==> src/window_range_filter_top_defines.svh <==
// Assertion macros for the window range filter.
`ifndef WINDOW_RANGE_FILTER_TOP_DEFINES_SVH
`define WINDOW_RANGE_FILTER_TOP_DEFINES_SVH

`ifndef SYNTHESIS
// Same-cycle implication, disabled in reset.
`define WRF_ASSERT_IMPLY(lbl, ante, cons) \
	lbl: assert property (@(posedge clk) disable iff (!arst_n) (ante) |-> (cons)) \
		else $error("wrf assertion failed");
// Next-cycle implication, disabled in reset.
`define WRF_ASSERT_NEXT(lbl, ante, cons) \
	lbl: assert property (@(posedge clk) disable iff (!arst_n) (ante) |=> (cons)) \
		else $error("wrf assertion failed");
`else
`define WRF_ASSERT_IMPLY(lbl, ante, cons)
`define WRF_ASSERT_NEXT(lbl, ante, cons)
`endif

`endif

==> src/wrf_pkg.sv <==
// Types and constants shared by the window range filter.
package wrf_pkg;

	localparam int PIXEL_W   = 8;
	localparam int IMG_W_W   = 11;

	typedef logic [PIXEL_W-1:0] pixel_t;
	typedef logic [IMG_W_W-1:0] img_width_t;

	localparam img_width_t IMG_WIDTH_RESET = 11'd1024;

	// Position flags of one pixel inside the image.
	typedef struct packed {
		logic emit;
		logic last;
	} pos_flags_t;

endpackage

==> src/wrf_range.sv <==
// Column max/min reduction and window max minus min.
module wrf_range #(
	parameter int WINDOW = 3
) (
	input  wrf_pkg::pixel_t col_px  [WINDOW],
	input  wrf_pkg::pixel_t hi_prev [WINDOW-1],
	input  wrf_pkg::pixel_t lo_prev [WINDOW-1],
	output wrf_pkg::pixel_t col_hi,
	output wrf_pkg::pixel_t col_lo,
	output wrf_pkg::pixel_t range_value
);
	import wrf_pkg::*;

	pixel_t hi, lo;

	always_comb begin
		col_hi = col_px[0];
		col_lo = col_px[0];
		for (int r = 1; r < WINDOW; r++) begin
			if (col_px[r] > col_hi) col_hi = col_px[r];
			if (col_px[r] < col_lo) col_lo = col_px[r];
		end

		// combine with the older columns still in the window
		hi = col_hi;
		lo = col_lo;
		for (int c = 0; c < WINDOW - 1; c++) begin
			if (hi_prev[c] > hi) hi = hi_prev[c];
			if (lo_prev[c] < lo) lo = lo_prev[c];
		end
		range_value = hi - lo;
	end

endmodule
==> config.mk <==
export PLATFORM = sky130hd
export DESIGN_NAME = wrf_range
export DESIGN_NICKNAME = d
export VERILOG_FILES = /design/src/window_range_filter_top_defines.svh /design/src/wrf_pkg.sv /design/src/wrf_range.sv
export SDC_FILE = /design/constraint.sdc
export NUM_CORES = 1
export LEC_CHECK = 0
export BUFFER_PORTS_ARGS = -buffer_cell sky130_fd_sc_hd__buf_4
export CORE_MARGIN = 5
export CORE_UTILIZATION = 32
export DETAILED_ROUTE_END_ITERATION = 7
export PLACE_DENSITY = 0.56
export SLEW_MARGIN = 30
export SYNTH_ARGS = -nofsm -noshare
export SYNTH_HDL_FRONTEND = slang
export SYNTH_SLANG_ARGS = --single-unit
==> constraint.sdc <==
create_clock -name vclk -period 31
set_input_delay 3.1 -clock vclk [all_inputs]
set_output_delay 3.1 -clock vclk [all_outputs]
set_load 0.005 [all_outputs]
==> results.py <==
metrics = {
    "place": {
        "place_ws_ns": 15.72,
        "portBuffers": 80,
        "dpl.cell_count": 504,
        "gp_congestion": 0.8616,
        "place_hpwl_um": 6512,
    },
    "sta": {
        "fmax_ghz": 0.06553,
        "setup_viol": 0,
        "timing.final.crit_share_pct": 49.23,
        "tightest_slew_ns": 0.8479,
        "hold_slack_ns": 6.625,
        "slew_violations": 0,
        "tns_ns": 0,
        "slew_headroom_pct": 43.26,
        "period_minus_slack_ns": 15.26,
        "layout_setup_ws_ns": 15.74,
        "hold_viol_final": 0,
        "grt_setup_unrepaired": "no",
    },
    "cells_and_area": {
        "drive_gt1_share_pct": 26.11,
        "instances_no_fill": 505,
        "seq_cell_count": 0,
        "fin_util_pct": 42.74,
        "antenna_cells": 0,
        "area_growth_pct": 29.81,
        "final_nets": 521,
        "clock_buffers": 0,
        "register_area_um2": 0,
        "fillers": 825,
    },
    "worst_hold_path": {
        "hold-path-cell-count": 4,
        "worstHoldStart": "hi_prev[7]",
        "hp-class": "input port to output port",
        "whs_endpoint": "range_value[7]",
    },
    "floorplan": {
        "io_pins": 80,
        "die_h_um": 96.62,
        "core-area_um2": 7292,
        "rows": 31,
        "die_width_um": 96.62,
        "start_util_pct": 32.93,
        "dieArea_um2": 9335,
    },
    "drt": {
        "m1WireLength_um": 3514,
        "wl_um": 7220,
        "wl_met3_um": 279,
        "drtAntennaViolNets": 0,
        "drcViolationCount": 0,
        "wire_per_inst_um": 14.30,
        "via_count": 2542,
        "top_layer": "met4",
        "initialDrtViolationCount": 112,
        "vias_per_cell": 5.034,
        "first_pass_iters": 4,
        "dr_wl_met2_um": 3404,
    },
    "synthesis": {
        "synth.net_count": 443,
        "ys.warnings.count": 0,
        "seq_area_frac_synth_pct": 0,
        "netlist_instances": 330,
        "ys_types": 57,
        "syn_area_um2": 2401,
        "synth.avg_cell_area_um2": 7.276,
    },
    "power_and_ir_drop": {
        "leakagePower_uw": 0.001683,
        "ir_drop_mv": 0.02184,
        "cellPowerDensity_nw_per_um2": 58.28,
    },
    "setup_path": {
        "cp_common_cell": "ha_1",
        "critical_path.max_fanout": 14,
        "startpoint_type": "input port",
        "worst-setup-path-type": "input port to output port",
        "cp.required_ns": 27.90,
        "max_stage_delay_ns": 0.39,
        "endpoint_kind": "output port",
        "cpMaxStageDelayCell": "mux2_2",
        "worstPathArrival_ns": 12.16,
    },
    "cts": {
        "hold_buffers": 0,
        "post_cts_buffers": 0,
        "cts_resized": 0,
    },
    "global_routing": {
        "antenna_found_initial": 0,
        "grt_max_degree": 15,
        "first_global_vias": 2566,
        "grt_pass1_wl_um": 12100,
        "grt_usage_pct": 14.71,
        "grt-ovfl-total": 0,
    },
    "job": {
        "cap_violations": 0,
    },
    "status": {
        "status": "completed",
    },
}
==> cells by family (layout without fill, tap and decap cells) <==
family | count (synthesis) | count (layout) | share of synthesized area, %
AND/OR/NAND/NOR | 89 | 89 | 17.93
adder cells (fa/ha/maj) | 58 | 58 | 30.48
XOR/XNOR | 7 | 7 | 2.553
buffers and inverters | 46 | 122 | 7.243
multiplexers | 27 | 27 | 11.67
AO/OA/AOI/OAI | 103 | 103 | 30.12
==> cells in the mapped netlist (2+ instances only) <==
| cell type | count | area (µm²) |
|---|---|---|
| ha_1 | 56 | 700.7 |
| inv_1 | 40 | 150.1 |
| a21oi_1 | 37 | 185.2 |
| nor2_1 | 37 | 138.9 |
| mux2i_1 | 22 | 220.2 |
| nand2_1 | 19 | 71.32 |
| o21ai_0 | 13 | 65.06 |
| a21o_1 | 11 | 82.58 |
| nand3_1 | 9 | 45.04 |
| nand2b_1 | 6 | 37.54 |
| nor2b_1 | 5 | 31.28 |
| a211oi_1 | 4 | 30.03 |
| clkbuf_1 | 4 | 15.01 |
| mux2_2 | 4 | 45.04 |
| o21ai_1 | 4 | 20.02 |
| xor2_1 | 4 | 35.03 |
| a21oi_2 | 3 | 26.28 |
| a31oi_1 | 3 | 18.77 |
| o21a_1 | 3 | 22.52 |
| o31ai_1 | 3 | 22.52 |
| xnor2_1 | 3 | 26.28 |
| a211oi_2 | 2 | 25.02 |
| a21boi_0 | 2 | 15.01 |
| nand4_1 | 2 | 12.51 |
| o211ai_1 | 2 | 15.01 |
==> layout by cell type (no fill, tap or decap), types with 2 or more instances in the layout <==
cell type  count
a211oi_1       4
a211oi_2       2
a21boi_0       2
a21o_1        11
a21oi_1       37
a21oi_2        3
a31oi_1        2
buf_4         80
ha_1          56
inv_1         40
mux2_2         4
mux2i_1       22
nand2_1       19
nand2b_1       6
nand3_1        9
nand4_1        2
nor2_1        37
nor2b_1        5
o211ai_1       2
o21a_1         3
o21ai_0       13
o21ai_1        4
o31ai_1        3
xnor2_1        3
xor2_1         4
==> stage by stage <==
stage,area [µm²],power [µW]
floorplan,2401,116.0
global placement,3105,181.8
detailed placement,3105,182.9
CTS,3105,183.5
global route,3117,203.3
finish,3117,181.7
==> critical path, delay by kind of cell <==
| family | cells | cell delay, ns |
|---|---|---|
| compound gates | 20 | 4.39 |
| xor+xnor | 2 | 0.30 |
| fa+ha+maj | 5 | 1.34 |
| buf+inv | 4 | 0.39 |
| mux | 2 | 0.77 |
| simple gates | 12 | 1.84 |
==> metal layers <==
metal | track usage (%) | vias to the layer above
li1 | - | 1348
met1 | 20.21 | 1130
met2 | 26.17 | 62
met3 | 1.511 | 2
met4 | 0.3240 | 0
met5 | 0 | -
==> cell type report <==
cell class	count	area [µm²]	share of cell area, %
Multi-Input combinational cell	284	2233	71.66
Timing Repair Buffer	81	605.6	19.43
Inverter	41	153.9	4.938
Tap cell	99	123.9	3.974
==> power by group <==
part	internal, µW	switching (µW)
Combinational	91.4	90.2
Sequential	0	0
Clock	0	0
==> how the worst max path moves through the flow <==
stage / start / slack (ns) / to / cells after the start
finish: col_px[11] / 15.74 / range_value[7] / 45
floorplan: col_px[21] / 16.80 / range_value[7] / 46
detailed placement: col_px[14] / 15.72 / range_value[7] / 45
global route: col_px[14] / 14.92 / range_value[7] / 47
CTS: col_px[14] / 15.69 / range_value[7] / 45
global placement: col_px[13] / 15.77 / range_value[7] / 45
Note: power is estimated with default switching activity, not from simulation.
