[src/window_range_filter_top_defines.svh]
// Assertion macros for the window range filter.
`ifndef WINDOW_RANGE_FILTER_TOP_DEFINES_SVH
`define WINDOW_RANGE_FILTER_TOP_DEFINES_SVH

`ifndef SYNTHESIS
// Same-cycle implication, disabled in reset.
`define WRF_ASSERT_IMPLY(lbl, ante, cons) \
	lbl: assert property (@(posedge clk) disable iff (!arst_n) (ante) |-> (cons)) \
		else $error("wrf assertion failed");
// Next-cycle implication, disabled in reset.
`define WRF_ASSERT_NEXT(lbl, ante, cons) \
	lbl: assert property (@(posedge clk) disable iff (!arst_n) (ante) |=> (cons)) \
		else $error("wrf assertion failed");
`else
`define WRF_ASSERT_IMPLY(lbl, ante, cons)
`define WRF_ASSERT_NEXT(lbl, ante, cons)
`endif

`endif

[src/wrf_pkg.sv]
// Types and constants shared by the window range filter.
package wrf_pkg;

	localparam int PIXEL_W   = 8;
	localparam int IMG_W_W   = 11;

	typedef logic [PIXEL_W-1:0] pixel_t;
	typedef logic [IMG_W_W-1:0] img_width_t;

	localparam img_width_t IMG_WIDTH_RESET = 11'd1024;

	// Position flags of one pixel inside the image.
	typedef struct packed {
		logic emit;
		logic last;
	} pos_flags_t;

endpackage

[src/wrf_ctrl.sv]
// Column and row counters with window position flags.
module wrf_ctrl #(
	parameter int WINDOW    = 3,
	parameter int MAX_WIDTH = 1024,
	localparam int CW = $clog2(MAX_WIDTH)
) (
	input  logic                clk,
	input  logic                arst_n,
	input  logic                advance,
	input  logic                frame_start,
	input  wrf_pkg::img_width_t image_width,
	output logic [CW-1:0]       col,
	output wrf_pkg::pos_flags_t flags
);
	import wrf_pkg::*;

	localparam int MW = $clog2(MAX_WIDTH + 1);
	localparam int EW = (IMG_W_W > MW) ? IMG_W_W : MW;

	logic [CW-1:0] col_q, row_q;
	logic [CW-1:0] row_cur;
	logic [EW-1:0] width_ext, w_eff;
	logic [EW-1:0] col_x, row_x, col_inc, row_inc, w_last;
	logic [CW-1:0] col_nxt, row_nxt;

	always_comb begin
		width_ext = EW'(image_width);
		w_eff     = (width_ext > EW'(MAX_WIDTH)) ? EW'(MAX_WIDTH) : width_ext;
		w_last    = w_eff - EW'(1);

		// frame_start clears the position before this pixel is placed
		col     = frame_start ? '0 : col_q;
		row_cur = frame_start ? '0 : row_q;
		col_x   = EW'(col);
		row_x   = EW'(row_cur);
		col_inc = col_x + EW'(1);
		row_inc = row_x + EW'(1);

		flags.emit = (w_eff >= EW'(WINDOW)) && (row_x >= EW'(WINDOW - 1)) &&
			(col_x >= EW'(WINDOW - 1)) && (row_x < w_eff) && (col_x < w_eff);
		flags.last = (w_eff != '0) && (row_x == w_last) && (col_x == w_last);

		// wrap at end of row and end of image; a zero width always wraps
		if (col_inc >= w_eff) begin
			col_nxt = '0;
			row_nxt = (row_inc >= w_eff) ? '0 : CW'(row_inc);
		end else begin
			col_nxt = CW'(col_inc);
			row_nxt = row_cur;
		end
	end

	always_ff @(posedge clk or negedge arst_n) begin
		if (!arst_n) begin
			col_q <= '0;
			row_q <= '0;
		end else if (advance) begin
			col_q <= col_nxt;
			row_q <= row_nxt;
		end
	end

endmodule

[config.mk]
export PLATFORM = sky130hd
export DESIGN_NAME = wrf_ctrl
export DESIGN_NICKNAME = d
export VERILOG_FILES = /design/src/window_range_filter_top_defines.svh /design/src/wrf_pkg.sv /design/src/wrf_ctrl.sv
export SDC_FILE = /design/constraint.sdc
export NUM_CORES = 1
export LEC_CHECK = 0
export ABC_AREA = 1
export BUFFER_PORTS_ARGS = -buffer_cell sky130_fd_sc_hd__buf_2
export CAP_MARGIN = 20
export CORE_UTILIZATION = 65
export DETAILED_ROUTE_END_ITERATION = 8
export GPL_TIMING_DRIVEN = 0
export PLACE_DENSITY = 0.86
export SLEW_MARGIN = 20
export SYNTH_ARGS = -nofsm -noshare
export SYNTH_HDL_FRONTEND = slang
export SYNTH_SLANG_ARGS = --single-unit
[constraint.sdc]
create_clock -name clk -period 8.8 [get_ports clk]
set_input_delay 0.44 -clock clk [delete_from_list [all_inputs] [get_ports clk]]
set_output_delay 0.44 -clock clk [all_outputs]
set_load 0.02 [all_outputs]
==> results of run 1 <==
==> cell families after synthesis <==
logic type / share of synthesized area, %
AND/OR/NAND/NOR: 34.0
AO/OA/AOI/OAI: 15.9
buffers and inverters: 9.55
adder cells (fa/ha/maj): 20.4
flip-flops: 16.7
XOR/XNOR: 3.50
==> registers in the layout, summed over array words and instances, names as in the netlist <==
signal  count
col_q      10
row_q      10
==> final timing paths <==
check / startpoint / end / slack, ps / cells past startpoint
max in group asynchronous: arst_n / row_q[0] / 8370 / 1
min in group clk: col_q[2] / col_q[2] / 500 / 2
worst min-delay path: arst_n / row_q[1] / 120 / 1
worst min register to register: col_q[2] / col_q[2] / 500 / 2
worst max register to register: col_q[1] / row_q[8] / 4990 / 16
worst max-delay path: col_q[1] / row_q[8] / 4990 / 16
==> cell type report <==
type | instances | area share, %
buffer | 8 | 1.43
tap | 52 | 2.02
inverter | 64 | 7.44
clock buffer | 3 | 1.28
timing repair buffer | 24 | 3.72
multi-input combinational | 372 | 68.6
sequential | 20 | 15.5
==> per-layer routing <==
metal | track usage [%] | vias to the layer above | part of all wire (%)
li1 | - | 1623 | -
met1 | 49.9 | 1516 | 45
met2 | 58.8 | 153 | 45
met3 | 1.44 | 26 | 5.6
met4 | 19.8 | 0 | 4.3
met5 | 0 | - | 0
==> through the flow <==
stage                     std cells  cell area [um^2]  util [%]
after floorplan                 464              3000         -
after CTS                       543              3230      73.6
after detailed placement        540              3190      72.7
after global placement          540              3190      72.7
final                           543              3230      73.6
after global routing            543              3230      73.6
==> critical path, cell delays in order (launching register included) <==
cell and delay (ps):
dfrtp_1 330, inv_1 80, nor2_1 380, ha_1 270, nand2_1 90, nor4_2 240
nand3_1 170, nor4_1 320, ha_1 330, a21oi_1 160, o21ai_0 100, a21oi_1 140
nand3_1 210, clkinv_1 220, clkbuf_1 380, a21oi_1 130, a21oi_1 180
==> where the power goes <==
group          total [mW]  leakage (nW)  switching, mW  internal [mW]
Clock              0.0559        0.0216         0.0255         0.0304
Combinational       0.149          1.48         0.0993         0.0501
Sequential          0.107         0.258        0.00600          0.101
==> cells in the final DEF, fill, tap and decap left out, drive strengths merged <==
cell,instances
dfrtp,20
a22oi,3
o21ai,29
nor3,8
clkinv,1
nor2,56
a21oi,40
o311ai,4
o2111ai,1
nor4,4
nand3b,3
xor2,12
a31oi,1
ha,49
o21bai,1
buf,27
nand4,15
nand3,40
o31ai,3
nand2,102
o211ai,1
clkbuf,8
inv,63
==> impl_summary.log, run 1 <==
[metrics] dominant synthesized flop cell: dfrtp_1
[metrics] count of flip-flops with a built-in enable after synthesis: 0
[metrics] Wirelength per Cell: ~16 um
[metrics] mean number of vias per cell: around 6
[metrics] clock tree from TritonCTS: done
[metrics] setup slack after placement: around 5000 ps
[metrics] Hold Violations, Final: 0
[metrics] total length of routed wires: about 8.6 mm
[metrics] via total after detailed routing: ~3300
[metrics] worst hold slack: ~120 ps
[metrics] antenna-violating nets left: 0
[metrics] I/O pins: 27
[metrics] ratio of cells with drive above 1 in the final layout: under 10%
[metrics] Slew HR: about half
[metrics] clock latency at the later pin of the worst-skew pair: approximately 250 ps
[metrics] Resize count post-CTS: 0
[metrics] Leakage Power: 1.76 nW
[metrics] net count after synthesis: ~530
[metrics] die height: 70.0 um
[metrics] # rows: 24
[metrics] run status: finished, final reports clean
[metrics] arrival time of the worst setup path: approximately 4000 ps
[metrics] Crit Path Max Fanout: 10
[metrics] clock skew after layout: ~6.3 ps
[metrics] CTS clk-pin slew, worst paths: 70 ps
[metrics] global-route wire length before repair: roughly 14 mm
[metrics] HPWL reported at the end of detailed placement: between 7 and 8 mm
[metrics] growth of design area from synthesis to finish: 7.54%
[metrics] required time of the critical path: between 8000 and 9000 ps
[metrics] number of nets in the layout: roughly 560
[metrics] post-route worst setup slack: 4990 ps
[metrics] ranking of synthesized cells by area: ha_1, dfrtp_1, nand2_1, inv_1, a21oi_1
[metrics] area taken by flip-flops and latches: around 500 um^2
[metrics] post-synth top area share: between 20% and 30%
[metrics] total global routing overflow: 0
[metrics] number of H-tree branching levels: 1
[metrics] core box area: ~4400 um^2
[metrics] Max Clock Freq: 263 MHz
[metrics] shortest period the worst path allows: 3810 ps
[metrics] pwr/cell area: a little under 100 nW/um^2
[metrics] yosys synthesis warning count: 0
[metrics] class of the tightest hold or removal check: in2async
[metrics] transition at the pin with the smallest max-transition slack: between 700 and 800 ps
[metrics] Buffers on Ports: 24
[metrics] Avg Cell Area, Syn: roughly 6.5 um^2
[metrics] peak supply drop: about 0.12 mV
[metrics] total of fill cells in the finished design: between 300 and 400
[metrics] maximum count of clock buffers along a single path: 2
[metrics] final routed DRC violation total: 0
[metrics] number of iterations in the first detailed-routing pass: 5
[metrics] Syn Inst Count: 464
[metrics] Unique masters post-synth: 34
[metrics] unrepaired setup endpoints after global routing: no
[metrics] nature of the critical path endpoint: flip-flop
[metrics] register bit total from synthesis: 20
[metrics] most frequent cells after synthesis: nand2_1, inv_1, nor2_1
[metrics] sequential element share of the synthesized area: between 15 and 20%
[metrics] final worst path period share: 43.2%
[metrics] launching element type of the critical path: flip-flop
[metrics] pin count of the biggest net entering global routing: 21
[metrics] hold buffers post-CTS: 0
[metrics] initial standard-cell utilization of the core: 68.5%
[metrics] weighted congestion at the end of routability-driven global placement: slightly above 0.9
[metrics] async set-or-reset flop fraction in the synthesized netlist: between 90% and 100%
[metrics] area used by multi-input combinational logic: ~2200 um^2
[metrics] cell type contributing the most total cell area after synthesis: ha_1
[metrics] First DRT Iteration DRCs: ~210
[metrics] CTS Root Cell: clkbuf_8
[metrics] number of buffers inserted during clock tree synthesis: 3
[metrics] Die X: between 60 and 70 um
[metrics] via count of the first global-routing pass: between 2000 and 3000
[metrics] max-capacitance violation count: 0
[metrics] TritonCTS Sinks: 20
[metrics] PnR Total Power: 0.312 mW
[metrics] critical path class: reg2reg
[metrics] GRT Overall Usage: between 30% and 40%
[metrics] Final setup violation count: 0
[metrics] number of post-CTS setup repair buffers: 0
[metrics] antenna cell count: 0
[metrics] final slew viol count: 0
[metrics] synthesized area: around 3000 um^2
[metrics] number of antenna violations at the first check in global routing: 0
[metrics] Fin Setup TNS: 0 ps
[metrics] die outline area: 4890 um^2
[metrics] most numerous cell in the Yosys netlist: nand2_1
Power figures use the tool's default switching activity.
==> inputs of run 2 (changes only) <==
CORE_UTILIZATION = 55   (was 65)
PLACE_DENSITY = 0.78   (was 0.86)
clock period = 3.5 ns   (was 8.8 ns; I/O delays follow)
==> run 2 against run 1 <==
Net effect:
- register-to-register slack worse by 4900 ps
- combinational power grew to 2.6 times the previous value
- die area rose by 18%
- wire length is 2.1% higher
- non-clock buffer count up 4
- cell count increased by 4.2%
==> impl_summary.log, run 2 (synthesis gave the netlist of run 1 again) <==
[metrics] total of fill cells in the finished design: 483 (+22%)
[metrics] Hold Violations, Final: 0 (unchanged)
[metrics] class of the tightest hold or removal check: in2reg
[metrics] I/O pins: 27 (unchanged)
[metrics] final slew viol count: 0 (unchanged)
[metrics] final routed DRC violation total: 0 (unchanged)
[metrics] cell mode on critical path: a21oi_1
[metrics] clock tree from TritonCTS: done
[metrics] CTS Root Cell: clkbuf_8
[metrics] Buffers on Ports: 24 (unchanged)
[metrics] Max Clock Freq: 296 MHz (+12%)
[metrics] ratio of cells with drive above 1 in the final layout: 10.9% (+1.7 points)
[metrics] via total after detailed routing: 3346 (+0.84%)
[metrics] total global routing overflow: 0 (unchanged)
[metrics] post-route worst setup slack: 117 ps (-4880 ps)
[metrics] Switching Power: 0.339 mW (+160%)
[metrics] transition at the pin with the smallest max-transition slack: 799 ps (+63.0 ps)
[metrics] fin area: 3350 um^2 (+3.9%)
[metrics] HPWL reported at the end of detailed placement: 7.00 mm (-1.2%)
[metrics] Crit Reg-Reg Startpoint: col_q[1]
[metrics] clock latency at the later pin of the worst-skew pair: 250 ps (about the same)
[metrics] CTS clk-pin slew, worst paths: 70 ps (about the same)
[metrics] number of antenna violations at the first check in global routing: 0 (unchanged)
[metrics] most frequent cells in the layout: nand2_1, inv_1, nor2_1
[metrics] cells along the critical path: inv_1 -> nor2_4 -> ha_1 -> nand2_1 -> nor4_2 -> nand3_1 -> xor2_1 -> inv_1 -> ha_1 -> a21oi_1 -> o21ai_0 -> a21oi_1 -> nand3_2 -> clkinvlp_4 -> clkbuf_2 -> a21oi_1 -> a21oi_1
[metrics] number of iterations in the first detailed-routing pass: 4 (-1)
[metrics] initial standard-cell utilization of the core: 58.0% (-10 points)
[metrics] endpoint of the worst register-to-register path: row_q[8]
[metrics] launch point of the critical path: col_q[1]
[metrics] setup slack after placement: -106 ps (-5020 ps)
[metrics] number of cells on the worst hold path: 3
[metrics] max-capacitance violation count: 0 (unchanged)
[metrics] final worst path period share: 96.7% (+53 points)
[metrics] clock share of power: 25.3% (+7.4 points)
[metrics] TritonCTS Sinks: 20 (unchanged)
[metrics] die outline area: 5760 um^2 (+18%)
[metrics] number of nets in the layout: 561 (+0.72%)
[metrics] maximum count of clock buffers along a single path: 2 (unchanged)
[metrics] launch point of the worst hold path: advance
[metrics] mean number of vias per cell: 5.91 (-3.3%)
[metrics] First DRT Iteration DRCs: 343 (+62%)
[metrics] nature of the critical path endpoint: flip-flop
[metrics] most frequent standard cell in the layout excluding fill and tap cells: nand2_1
[metrics] weighted congestion at the end of routability-driven global placement: 0.971 (+4.4%)
[metrics] Slew HR: 46.6% (-4.2 points)
[metrics] pin count of the biggest net entering global routing: 21 (unchanged)
[metrics] R2R cell count: 17 (+1)
[metrics] flop2flop setup slack: 120 ps (-4880 ps)
[metrics] # rows: 26 (+8.3%)
[metrics] termination of the worst setup path: row_q[8]
[metrics] cell with the biggest individual delay on the critical path: ha_1
[metrics] GRT Overall Usage: 32.7% (-3.9 points)
[metrics] pwr/cell area: 261 nW/um^2 (+170%)
[metrics] run status: finished, final reports clean
[metrics] growth of design area from synthesis to finish: 11.8%
[metrics] cell internal power dissipation: 0.537 mW (+200%)
[metrics] slowest cell delay on critical path: 340 ps (-40 ps)
[metrics] antenna cell count: 0 (unchanged)
[metrics] arrival time of the worst setup path: 3560 ps (-420 ps)
[metrics] required time of the critical path: 3670 ps (-5300 ps)
[metrics] Wirelength per Cell: 15.5 um (-2.1%)
[metrics] Crit Path Max Fanout: 10 (unchanged)
[metrics] global-route wire length before repair: 13.9 mm (-1.1%)
[metrics] core box area: 5170 um^2 (+18%)
[metrics] clock skew after layout: 6.47 ps (+0.118 ps)
[metrics] shortest period the worst path allows: 3380 ps (-422 ps)
[metrics] portion of total power attributed to sequential cells: 30.5% (-3.7 points)
[metrics] launching element type of the critical path: flip-flop
[metrics] die height: 75.9 um (+8.5%)
[metrics] peak supply drop: 0.338 mV (+170%)
[metrics] number of H-tree branching levels: 1 (unchanged)
[metrics] registers with the most flip-flops: col_q (10), row_q (10)
[metrics] switching part of the total power: 38.7% (-3.2 points)
[metrics] Leakage Power: 1.80 nW (+2.4%)
[metrics] antenna-violating nets left: 0 (unchanged)
[metrics] critical path class: reg2reg
[metrics] Placed Cells incl. Taps: 558 (+3.3%)
[metrics] Finished Layout Cells: 566 (+4.2%)
[metrics] Fin Setup TNS: 0 ps (unchanged)
[metrics] total length of routed wires: 8.80 mm (+2.1%)
[metrics] Final setup violation count: 0 (unchanged)
[metrics] Comb power frac: 44.2% (-3.7 points)
[metrics] number of buffers inserted during clock tree synthesis: 3 (unchanged)
[metrics] Die X: 75.9 um (+8.5%)
[metrics] Cell Area, Placed: 3210 um^2 (+0.71%)
[metrics] via count of the first global-routing pass: 2921 (-2.2%)
==> run 2: timing repair <==
action / in CTS / in global routing
buffers inserted: 0 / 3
gates cloned: 0 / 0
hold endpoints to repair: 20 / 0
gates resized for setup: 2 / 7
hold buffers: 1 / 0
endpoints found under the setup margin: 18 / 19
pin swaps: 0 / 0
==> run 2: per-layer routing <==
metal | vias to the layer above | GRT usage, % | wire length [um] | part of all wire [%]
met4 | 0 | 14.8 | 324 | 3.7
met3 | 28 | 3.84 | 652 | 7.4
met2 | 146 | 51.1 | 3820 | 43
met5 | - | 0 | 0 | 0
li1 | 1627 | - | - | -
met1 | 1545 | 45.2 | 4000 | 46
==> run 2: how the worst min path moves through the flow <==
stage,end,slack [ps]
2_1_floorplan,col_q[0],-120
3_3_place_gp,row_q[7],130
3_5_place_dp,row_q[8],140
4_1_cts,col_q[3],300
5_1_grt,col_q[3],340
6_report,col_q[3],300
==> run 2: power by group through the flow <==
stage          combinational [mW]  clock [mW]  sequential [mW]
6_report                    0.387       0.222            0.267
5_1_grt                     0.434       0.238            0.269
4_1_cts                     0.371       0.230            0.266
3_5_place_dp                0.367           0            0.271
3_3_place_gp                0.357           0            0.270
2_1_floorplan               0.268           0            0.267
==> run 2: through the flow <==
step	power [mW]	util, %	hold slack, ps
after floorplan	0.535	-	-121
after global placement	0.627	62.0	135
after detailed placement	0.637	62.0	141
after CTS	0.866	63.7	301
after global routing	0.942	64.9	340
final	0.876	64.9	302
==> run 2: final cells by class <==
cell class	count	area (um^2)	area share [%]
well taps	70	87.6	2.61
clock inverters	1	30.0	0.895
flip-flops and latches	20	500	14.9
multi-input cells	372	2250	67.0
inverters	64	244	7.27
plain buffers	8	47.5	1.42
repair buffers	28	158	4.70
clock buffers	3	41.3	1.23
==> run 2: critical path, delay by kind of cell (launching register included) <==
| kind | cells | cell delay (ps) |
|---|---|---|
| adders and majority gates | 2 | 570 |
| and+or+nand+nor | 5 | 890 |
| DFF | 1 | 320 |
| xor gates and xnor gates | 1 | 180 |
| buffers and inverters | 4 | 630 |
| AOI/OAI and AO/OA | 5 | 700 |
